<file path="config.mk">
export PLATFORM = sky130hd
export DESIGN_NAME = budgeted_rate_task_scheduler
export DESIGN_NICKNAME = d
export VERILOG_FILES = /design/src/hw/rtl/brts_pkg.sv /design/src/hw/rtl/brts_div.sv /design/src/hw/rtl/budgeted_rate_task_scheduler.sv
export SDC_FILE = /design/constraint.sdc
export NUM_CORES = 1
export LEC_CHECK = 0
export ABC_AREA = 1
export BUFFER_PORTS_ARGS = -buffer_cell sky130_fd_sc_hd__clkbuf_2
export CAP_MARGIN = 10
export CORE_MARGIN = 8
export CORE_UTILIZATION = 50
export CTS_BUF_LIST = sky130_fd_sc_hd__clkbuf_8 sky130_fd_sc_hd__clkbuf_16
export DETAILED_ROUTE_END_ITERATION = 16
export PLACE_DENSITY = 0.72
export SLEW_MARGIN = 40
export SYNTH_ARGS = -nofsm -noshare
export SYNTH_HDL_FRONTEND = slang
export SYNTH_SLANG_ARGS = --single-unit
export TNS_END_PERCENT = 5
</file>
<file path="constraint.sdc">
create_clock -name clk -period 11.85 [get_ports clk]
set_clock_uncertainty 0.2 [all_clocks]
set_input_delay 1.7775 -clock clk [delete_from_list [all_inputs] [get_ports clk]]
set_output_delay 1.7775 -clock clk [all_outputs]
set_load 0.02 [all_outputs]
</file>
<file path="src/hw/rtl/brts_pkg.sv">
package brts_pkg;

    // Task table depth and field widths
    localparam int NUM_TASKS   = 16;
    localparam int IDX_W       = 4;
    localparam int TICK_W      = 32;
    localparam int RATE_W      = 16;
    localparam int US_W        = 16;
    localparam int TAKEN_W     = 32;
    localparam int SPARE_W     = 32;
    localparam int SPARE_CNT_W = 5;
    localparam int CFG_W       = 16;
    localparam int IN_DATA_W   = 104;
    localparam int OUT_DATA_W  = 64;

    // Divider width and step counter width
    localparam int DIV_W       = 16;
    localparam int DIV_CNT_W   = $clog2(DIV_W);

    // Reset values of the registers
    localparam logic [CFG_W-1:0] LOOP_RATE_RST  = 16'd1000;
    localparam logic [CFG_W-1:0] PASS_BUDGET_RST = 16'd1000;

    // Pass count at which the spare accumulator is halved, and the count it restarts from
    localparam logic [SPARE_CNT_W-1:0] SPARE_LAST = SPARE_CNT_W'(31);
    localparam logic [SPARE_CNT_W-1:0] SPARE_HALF = SPARE_CNT_W'(16);

    // Register indexes
    localparam logic REG_LOOP_RATE   = 1'b0;
    localparam logic REG_PASS_BUDGET = 1'b1;

    typedef enum logic [1:0] {
        FUNC_START  = 2'd0,
        FUNC_CHECK  = 2'd1,
        FUNC_FINISH = 2'd2,
        FUNC_END    = 2'd3
    } func_t;

    typedef enum logic [1:0] {
        ST_IDLE,
        ST_DIV,
        ST_EXEC
    } state_t;

endpackage

</file>
<file path="src/hw/rtl/brts_div.sv">
module brts_div
    import brts_pkg::*;
(
    input  logic             clk,
    input  logic             rst_n,
    input  logic             start,
    input  logic [DIV_W-1:0] dividend,
    input  logic [DIV_W-1:0] divisor,
    output logic             done,
    output logic [DIV_W-1:0] quotient
);

    logic                 busy_reg, busy_next;
    logic                 done_reg, done_next;
    logic [DIV_CNT_W-1:0] cnt_reg, cnt_next;
    logic [DIV_W-1:0]     rem_reg, rem_next;
    logic [DIV_W-1:0]     quo_reg, quo_next;
    logic [DIV_W-1:0]     den_reg, den_next;
    logic [DIV_W:0]       shifted;
    logic [DIV_W:0]       trial;

    // Shift one dividend bit into the remainder and try a subtract
    always_comb
    begin
        shifted   = {rem_reg, quo_reg[DIV_W-1]};
        trial     = shifted - {1'b0, den_reg};
        busy_next = busy_reg;
        done_next = 1'b0;
        cnt_next  = cnt_reg;
        rem_next  = rem_reg;
        quo_next  = quo_reg;
        den_next  = den_reg;
        if (start)
        begin
            busy_next = 1'b1;
            cnt_next  = DIV_CNT_W'(DIV_W - 1);
            rem_next  = '0;
            quo_next  = dividend;
            den_next  = divisor;
        end
        else if (busy_reg)
        begin
            if (trial[DIV_W])
            begin
                rem_next = shifted[DIV_W-1:0];
                quo_next = {quo_reg[DIV_W-2:0], 1'b0};
            end
            else
            begin
                rem_next = trial[DIV_W-1:0];
                quo_next = {quo_reg[DIV_W-2:0], 1'b1};
            end
            cnt_next = cnt_reg - 1'b1;
            if (cnt_reg == '0)
            begin
                busy_next = 1'b0;
                done_next = 1'b1;
            end
        end
    end

    always_ff @(posedge clk or negedge rst_n)
    begin
        if (!rst_n)
        begin
            busy_reg <= 1'b0;
            done_reg <= 1'b0;
            cnt_reg  <= '0;
        end
        else
        begin
            busy_reg <= busy_next;
            done_reg <= done_next;
            cnt_reg  <= cnt_next;
        end
    end

    // Datapath holds no reset
    always_ff @(posedge clk)
    begin
        rem_reg <= rem_next;
        quo_reg <= quo_next;
        den_reg <= den_next;
    end

    assign done     = done_reg;
    assign quotient = quo_reg;

endmodule

</file>
<file path="src/hw/rtl/budgeted_rate_task_scheduler.sv">
// Rate scheduler with a per-pass time budget. One result word per input word,
// one item in flight at a time. For a check item (func 1) the task interval
// loop_rate_hz / task_rate_hz comes from a restoring divider that resolves one
// quotient bit per cycle; the item is then evaluated into the output register.
// Start, finish and end items skip the divider. A finished result waits in
// the output register, and the next item is accepted while it waits. No
// clearing pass after reset.
module budgeted_rate_task_scheduler
    import brts_pkg::*;
(
    input  logic                  clk,
    input  logic                  rst_n,
    // Configuration write port
    input  logic                  cfg_we,
    input  logic                  cfg_index,
    input  logic [CFG_W-1:0]      cfg_data,
    // Input words
    input  logic                  s_axis_tvalid,
    output logic                  s_axis_tready,
    // task_index[3:0], tick_now[35:4], task_rate_hz[51:36], task_max_us[67:52],
    // time_taken_us[99:68], zero fill[103:100]
    input  logic [IN_DATA_W-1:0]  s_axis_tdata,
    // func[1:0]
    input  logic [1:0]            s_axis_tuser,
    // Result words
    output logic                  m_axis_tvalid,
    input  logic                  m_axis_tready,
    // run_task[0], slipped[1], overran[2], pass_over[3], time_left_us[19:4],
    // spare_us[51:20], spare_passes[56:52], zero fill[63:57]
    output logic [OUT_DATA_W-1:0] m_axis_tdata
);

    state_t state_reg, state_next;

    logic [CFG_W-1:0]       loop_rate_reg;
    logic [CFG_W-1:0]       pass_budget_reg;

    logic [TICK_W-1:0]      last_run_tick_reg [NUM_TASKS];
    logic [US_W-1:0]        time_avail_reg, time_avail_next;
    logic [US_W-1:0]        allowed_reg, allowed_next;
    logic                   exhausted_reg, exhausted_next;
    logic [SPARE_W-1:0]     spare_reg, spare_next;
    logic [SPARE_CNT_W-1:0] spare_cnt_reg, spare_cnt_next;

    func_t                  func_reg;
    logic [IDX_W-1:0]       idx_reg;
    logic [TICK_W-1:0]      tick_reg;
    logic [US_W-1:0]        max_reg;
    logic [TAKEN_W-1:0]     taken_reg;

    logic                   out_valid_reg, out_valid_next;
    logic [OUT_DATA_W-1:0]  out_data_reg, out_data_next;

    logic                   accept;
    logic                   div_start;
    logic                   div_done;
    logic [DIV_W-1:0]       quotient;
    logic [RATE_W-1:0]      in_rate;
    logic [RATE_W-1:0]      divisor;
    logic                   fire;
    logic                   idx_valid;
    logic                   stamp;

    logic [US_W-1:0]        dt;
    logic [DIV_W-1:0]       interval;
    logic                   run;
    logic                   slip;
    logic                   over;
    logic [SPARE_W-1:0]     spare_sum;

    assign accept  = s_axis_tvalid && s_axis_tready;
    assign in_rate = s_axis_tdata[51:36];
    // Zero rate counts as rate 1
    assign divisor = (in_rate == '0) ? RATE_W'(1) : in_rate;

    brts_div u_div (
        .clk      (clk),
        .rst_n    (rst_n),
        .start    (div_start),
        .dividend (loop_rate_reg),
        .divisor  (divisor),
        .done     (div_done),
        .quotient (quotient)
    );

    // Sequence: accept, divide for checks, evaluate into the output register
    always_comb
    begin
        state_next    = state_reg;
        s_axis_tready = 1'b0;
        div_start     = 1'b0;
        fire          = 1'b0;
        unique case (state_reg)
            ST_IDLE:
            begin
                s_axis_tready = 1'b1;
                if (s_axis_tvalid)
                begin
                    if (func_t'(s_axis_tuser) == FUNC_CHECK)
                    begin
                        div_start  = 1'b1;
                        state_next = ST_DIV;
                    end
                    else
                    begin
                        state_next = ST_EXEC;
                    end
                end
            end
            ST_DIV:
            begin
                if (div_done)
                begin
                    state_next = ST_EXEC;
                end
            end
            ST_EXEC:
            begin
                if (!out_valid_reg || m_axis_tready)
                begin
                    fire       = 1'b1;
                    state_next = ST_IDLE;
                end
            end
            default:
            begin
                state_next = ST_IDLE;
            end
        endcase
    end

    // Evaluate the item against the scheduler state
    always_comb
    begin
        idx_valid       = ({1'b0, idx_reg} < (IDX_W + 1)'(NUM_TASKS));
        dt              = tick_reg[US_W-1:0] - last_run_tick_reg[idx_reg][US_W-1:0];
        interval        = (quotient == '0) ? DIV_W'(1) : quotient;
        run             = 1'b0;
        slip            = 1'b0;
        over            = 1'b0;
        stamp           = 1'b0;
        time_avail_next = time_avail_reg;
        allowed_next    = allowed_reg;
        exhausted_next  = exhausted_reg;
        spare_next      = spare_reg;
        spare_cnt_next  = spare_cnt_reg;
        spare_sum       = spare_reg + (exhausted_reg ? '0 : SPARE_W'(time_avail_reg));
        case (func_reg)
            FUNC_START:
            begin
                time_avail_next = pass_budget_reg;
                exhausted_next  = 1'b0;
            end
            FUNC_CHECK:
            begin
                if (idx_valid && (dt >= interval))
                begin
                    allowed_next = max_reg;
                    slip = ({1'b0, dt} >= {interval, 1'b0});
                    run  = (max_reg <= time_avail_reg) && !exhausted_reg;
                end
            end
            FUNC_FINISH:
            begin
                stamp = idx_valid;
                over  = (taken_reg > TAKEN_W'(allowed_reg));
                if (!exhausted_reg)
                begin
                    if (taken_reg >= TAKEN_W'(time_avail_reg))
                    begin
                        exhausted_next = 1'b1;
                    end
                    else
                    begin
                        time_avail_next = time_avail_reg - taken_reg[US_W-1:0];
                    end
                end
            end
            default:
            begin
                // End of pass: bank the spare time, halve when the pass count is 31 and restart it at 16
                if (spare_cnt_reg == SPARE_LAST)
                begin
                    spare_cnt_next = SPARE_HALF;
                    spare_next     = spare_sum >> 1;
                end
                else
                begin
                    spare_cnt_next = spare_cnt_reg + 1'b1;
                    spare_next     = spare_sum;
                end
            end
        endcase
        out_data_next = {7'b0, spare_cnt_next, spare_next, time_avail_next,
                         exhausted_next, over, slip, run};
    end

    // Output register: load on evaluate, drop once taken
    always_comb
    begin
        out_valid_next = out_valid_reg;
        if (fire)
        begin
            out_valid_next = 1'b1;
        end
        else if (m_axis_tready)
        begin
            out_valid_next = 1'b0;
        end
    end

    always_ff @(posedge clk or negedge rst_n)
    begin
        if (!rst_n)
        begin
            state_reg       <= ST_IDLE;
            out_valid_reg   <= 1'b0;
            loop_rate_reg   <= LOOP_RATE_RST;
            pass_budget_reg <= PASS_BUDGET_RST;
            time_avail_reg  <= PASS_BUDGET_RST;
            allowed_reg     <= '0;
            exhausted_reg   <= 1'b0;
            spare_reg       <= '0;
            spare_cnt_reg   <= '0;
            for (int i = 0; i < NUM_TASKS; i++)
            begin
                last_run_tick_reg[i] <= '0;
            end
        end
        else
        begin
            state_reg     <= state_next;
            out_valid_reg <= out_valid_next;
            // Register writes
            if (cfg_we)
            begin
                unique case (cfg_index)
                    REG_LOOP_RATE:   loop_rate_reg   <= cfg_data;
                    REG_PASS_BUDGET: pass_budget_reg <= cfg_data;
                    default:         loop_rate_reg   <= loop_rate_reg;
                endcase
            end
            // Commit state on evaluate
            if (fire)
            begin
                time_avail_reg <= time_avail_next;
                allowed_reg    <= allowed_next;
                exhausted_reg  <= exhausted_next;
                spare_reg      <= spare_next;
                spare_cnt_reg  <= spare_cnt_next;
                if (stamp)
                begin
                    last_run_tick_reg[idx_reg] <= tick_reg;
                end
            end
        end
    end

    // Hold the accepted word and the pending result
    always_ff @(posedge clk)
    begin
        if (accept)
        begin
            func_reg  <= func_t'(s_axis_tuser);
            idx_reg   <= s_axis_tdata[3:0];
            tick_reg  <= s_axis_tdata[35:4];
            max_reg   <= s_axis_tdata[67:52];
            taken_reg <= s_axis_tdata[99:68];
        end
        if (fire)
        begin
            out_data_reg <= out_data_next;
        end
    end

    assign m_axis_tvalid = out_valid_reg;
    assign m_axis_tdata  = out_data_reg;

endmodule

</file>
Word-level counts from Yosys, hierarchy flattened
Index checks and enable logic that the tools add are counted.

word-level totals
  memories kept = 0
  bits in read-only memories = 0
  memory bits (writable) = 0
  latch bits = 0
  word-level logic and storage cells = 127
  bits of input ports = 128
  flip-flop bits (word level) = 814

cells by class
  multipliers = 0
  bitwise operators = 2
  equal/unequal tests = 9
  $add $sub $neg = 6
  shifts and indexed selects = 0
  $lt $le $gt $ge = 7
  divide/modulo/power cells = 0
  reduce and logical (&&, ||, !) cells = 20
  muxes and demuxes = 44

operator list
  kind                                                             count
  512-bit bitwise mux                                              1
  16-bit two-way mux                                               9
  32-bit binary-select mux with 4-bit select                       1
  32-bit demux with 4-bit select                                   1
  32-bit two-way mux                                               3
  32-bit by 16-bit adder with 32-bit output                        1
  32-bit by 16-bit greater-or-equal comparator with 1-bit output   1
  32-bit by 16-bit greater-than comparator with 1-bit output       1
  16-bit zero test                                                 2
  16-bit one-hot mux with 2 select lines                           1
  16-bit subtractor                                                2
  1-bit two-way mux                                                18
  16-bit by 17-bit greater-or-equal comparator with 1-bit output   1
  17-bit by 16-bit subtractor with 17-bit output                   1
  16-bit greater-or-equal comparator                               1
  16-bit less-or-equal comparator                                  1
  5-bit two-way mux                                                2
  2-bit two-way mux                                                4
  4-bit two-way mux                                                2
  2-bit AND reduction                                              4
  2-bit by 1-bit == test with 1-bit output, second input constant  3
  2-bit one-hot mux with 3 select lines                            1
  3-bit AND reduction                                              2
  5-bit by 1-bit adder with 5-bit output, second input constant    1
  17 further kinds                                                 24

Longest topological paths before layout
  depth in word-level cells = 7
  depth in mapped cells = 28
  mapped depth without buffers = 25

Hierarchy
A second synthesis with hierarchy kept.

unflattened totals
  cell total of the unflattened synthesis = 3322
  area, all modules = 28549.9 µm²

modules (own cells, without submodules)
  module                        instances  area an instance (µm²)  cells each  sequential area each (µm²)
  budgeted_rate_task_scheduler  1          25284.2                 2866        12869.8
  brts_div                      1          3265.6                  456         1431.4

Worst setup path before layout
Ideal clock, no wire load.

  kind = input -> register
  start = input port s_axis_tvalid
  end = register func_reg[0], enable pin
  slack = 4507 ps
  library setup time = 584 ps
  cell stages on the path = 2
  data arrival time = 6558 ps
  cell sequence = inv_1 > nor3_1

on the way
  word-level cells in the longest chain between the ends = 1

ends and longest elaborated chain
  item                  RTL line                             RTL
  start, declared       budgeted_rate_task_scheduler.sv:18   input logic s_axis_tvalid,
  1-bit logical AND     budgeted_rate_task_scheduler.sv:71   assign accept = s_axis_tvalid && s_axis_tready;
  named net accept      budgeted_rate_task_scheduler.sv:54   logic accept;
  end signal, assigned  budgeted_rate_task_scheduler.sv:264  func_reg <= func_t'(s_axis_tuser);
  end, declared         budgeted_rate_task_scheduler.sv:45   func_t func_reg;

The timed path passes the listed nets, and every way through them passes these cells.
A chain may end at the register's enable or synchronous reset.

Final worst setup path
  start = register idx_reg[0]
  end = register allowed_reg[6]

on the way
  word-level cells in the longest chain between the ends = 7

ends and longest elaborated chain
  item                                                    RTL line                             RTL
  start, declared                                         budgeted_rate_task_scheduler.sv:46   logic [IDX_W-1:0] idx_reg;
  start signal, assigned                                  budgeted_rate_task_scheduler.sv:265  idx_reg <= s_axis_tdata[3:0];
  4-bit inverter with 5-bit output (implied by the code)  budgeted_rate_task_scheduler.sv:136  dt = tick_reg[US_W-1:0] - last_run_tick_reg[idx_reg][US_W-1:0];
  32-bit binary-select mux with 4-bit select              budgeted_rate_task_scheduler.sv:136
  16-bit two-way mux (implied by the code) (2 in series)  budgeted_rate_task_scheduler.sv:136
  16-bit subtractor                                       budgeted_rate_task_scheduler.sv:136
  16-bit greater-or-equal comparator                      budgeted_rate_task_scheduler.sv:156  if (idx_valid && (dt >= interval))
  3-bit AND reduction (no source line)                    --
  end signal, assigned                                    budgeted_rate_task_scheduler.sv:247  allowed_reg <= allowed_next;
  end, declared                                           budgeted_rate_task_scheduler.sv:40   logic [US_W-1:0] allowed_reg, allowed_next;

No other way between the ends. The select of a mux whose other input is x is not followed.

==> impl_metrics.csv <==
group,metric,value,unit
sta,max-slew-margin-rel,38.9,%
cts,hold_buffers,0,
cts,cts_resized,0,
power,power,0.00758,W
sta,slew_viol_final,0,
global_routing,gr-usage-met3,3.13,%
worst_setup_path,rr_startpoint,"idx_reg[0]",
sta,period_needed,6.86,ns
power,pwr-share-seq,39.0,%
logic_synthesis,synth_warnings,0,
status,status,"finished clean",
placement,post-place-ws,5.11,ns
worst_setup_path,rrSetupSlack,4.99,ns
die,die_width,253,um
die,initial_core_util,50.1,%
drt,firstDrtPassIters,7,
power,p_sw,0.00297,W
drt,viasPerCell,5.50,
layout,diodes,0,
die,die_y,253,um
power,power_density,242,nW/um2
logic_synthesis,yosys.cell_types.count,52,
job,maxCapViolations,0,
power,p_leak,14.6,nW
worst_setup_path,path_max_fanout,64,
sta,hold_slack,0.267,ns
sta,setup_violations,0,
layout,nNetsFinal,3622,
sta,final.setup.tns,0,ns
drt,ant_nets,0,
worst_setup_path,worstSetupPathType,"reg -> reg",
hold_path,whs_path_depth,2,
hold_path,hp-class,"reg -> reg",
power,switching_share,39.2,%
drt,drt_iter0_drc,2019,
sta,fmax,0.146,GHz
global_routing,met1_usage,31.3,%
worst_setup_path,worst-path-buf-inv,4,
global_routing,grt_pass1_wl,115000,um
placement,port-buffer-count,166,
logic_synthesis,post_synth_instance_area,28100,um2
cts,cts.sinks,542,
logic_synthesis,synth.avg_cell_area,8.60,um2
global_routing,grt_max_degree,102,
global_routing,grtUsageMet2,35.0,%
layout,layout_common_cells,"865 x nand2_1, 349 x dfrtp_1, 295 x o21ai_0",
logic_synthesis,ys_seq_area_share,51.0,%
logic_synthesis,postSynthCellCount,3262,
sta,worst_slew_pin_slew,0.909,ns
cts,cts-htree-levels,2,
logic_synthesis,async_flop_share,67.7,%
sta,final-hold-violation-count,0,
global_routing,grtUsageTotal,22.4,%
global_routing,grt_remaining_overflow,0,
layout,layout.cells.most_common,"nand2_1",
power,ir_drop,0.148,mV
cts,numCtsBuffers,54,
cts,tritoncts,"done",
logic_synthesis,synth_edf_count,159,
worst_setup_path,crit_path_end_kind,"flip-flop",
worst_setup_path,worst_path_most_repeated_cell,"nand3_1",
cts,clkTransAtPathRegs,0.06,ns
global_routing,grt_pass1_vias,21300,
placement,hpwl,48900,um
worst_setup_path,reg2reg_to,"allowed_reg[6]",
sta,rsz0062_at_grt,"false",
hold_path,hold_end,"u_div.rem_reg[11]",
global_routing,busiest_layer,"met2",
worst_setup_path,slowest_stage,"buf_4",
sta,post-route-period-util,57.9,%
cts,cts_setup_buffers,0,
drt,wl,73000,um
global_routing,antenna_found_initial,1,
worst_setup_path,start_kind,"flip-flop",
cts,clock_latency,0.62,ns
worst_setup_path,max_stage_delay,0.58,ns
power,intPower,0.00460,W
die,rows,87,
drt,drcViolationCount,0,
worst_setup_path,arrival,7.14,ns
hold_path,holdCritStartpoint,"u_div.rem_reg[11]",
layout,syn2layout_area_growth,11.6,%
worst_setup_path,worstPathRequired,12.13,ns
layout,drive_gt1_share,10.3,%
die,core_area,56000,um2
layout,largest_reg_flops,256,
drt,wire_per_inst,17.6,um
cts,root_buffer,"clkbuf_16",
worst_setup_path,cp_top_family,"simple AND/OR/NAND/NOR gates",
logic_synthesis,synth-seq-cells,542,
die,num_io_pins,194,
drt,dr_total_vias,22800,
logic_synthesis,ys.flop_type,"dfrtp_1",
worst_setup_path,reg2reg_depth,26,
power,power_frac_comb,37.9,%
cts,cts.path.max_buffers,3,
die,fp.dieArea,64000,um2
placement,gp_congestion,0.930,
sta,worst_slack,4.99,ns
power,power_frac_clock,23.1,%
[power groups by stage]
stage	sequential [W]	clock [W]	combinational (W)
floorplan	0.00297	0	0.00207
global route	0.00302	0.00185	0.00326
finish	0.00295	0.00175	0.00287
CTS	0.00295	0.00178	0.00287
global placement	0.00296	0	0.00279
detailed placement	0.00297	0	0.00286
[cell usage after synthesis, drive strengths merged (60+ instances only)]
cell	count	area [um2]
nand2	872	3290
o21ai	365	1830
dfrtp	349	8730
nand3	296	1490
inv	290	1090
edfxtp	159	4770
ha	143	1790
clkbuf	124	465
nor2	118	468
a21oi	109	549
a22oi	81	608
a31oi	60	375
[cells by family (layout without fill, tap and decap cells)]
kind of cell / count (synthesis) / after routing / share of synthesized area [%]
other: 1 / 7 / 0.0134
buffers and inverters: 469 / 593 / 6.54
xor gates and xnor gates: 44 / 44 / 1.37
and+or+nand+nor: 1407 / 1407 / 21.4
DFF: 542 / 542 / 51.0
AOI/OAI and AO/OA: 652 / 652 / 13.0
adders and majority gates: 147 / 147 / 6.66
[per-stage QoR]
step                      area [um2]  instances  utilization, %
after detailed placement       29500       4047            52.7
after CTS                      31300       4148            56.0
after global routing           31300       4148            56.0
after floorplan                28100       3268               -
after global placement         29400       4046            52.6
final                          31300       4148            56.0
[final cells by class]
type                    instances  area, um2
inverters                     290       1090
fillers                      5145      24600
clock buffers                  69       1580
flip-flops and latches        542      14300
repair buffers                202       1150
multi-input cells            2257      12000
clock inverters                32        251
well taps                     756        946
[worst min-delay path, stage by stage (launching register included)]
cell	delay (ns)
dfxtp_1	0.32
nand2_1	0.06
nand2_1	0.04
[metal layers]
metal,routed length [um],share of wire (%),up-vias
met3,5050,6.9,177
met5,11,0.015,-
met1,32500,44,10700
li1,-,-,11200
met4,2960,4.1,2
met2,32500,45,764
[how the worst max path moves through the flow]
| stage | startpoint | to | cells past startpoint |
|---|---|---|---|
| 3_3_place_gp | idx_reg[0] | allowed_reg[7] | 26 |
| 2_1_floorplan | s_axis_tvalid | func_reg[0] | 2 |
| 6_report | idx_reg[0] | allowed_reg[6] | 26 |
| 3_5_place_dp | idx_reg[0] | allowed_reg[6] | 26 |
| 5_1_grt | idx_reg[0] | allowed_reg[4] | 26 |
| 4_1_cts | idx_reg[0] | allowed_reg[12] | 26 |
Power figures use the tool's default switching activity.
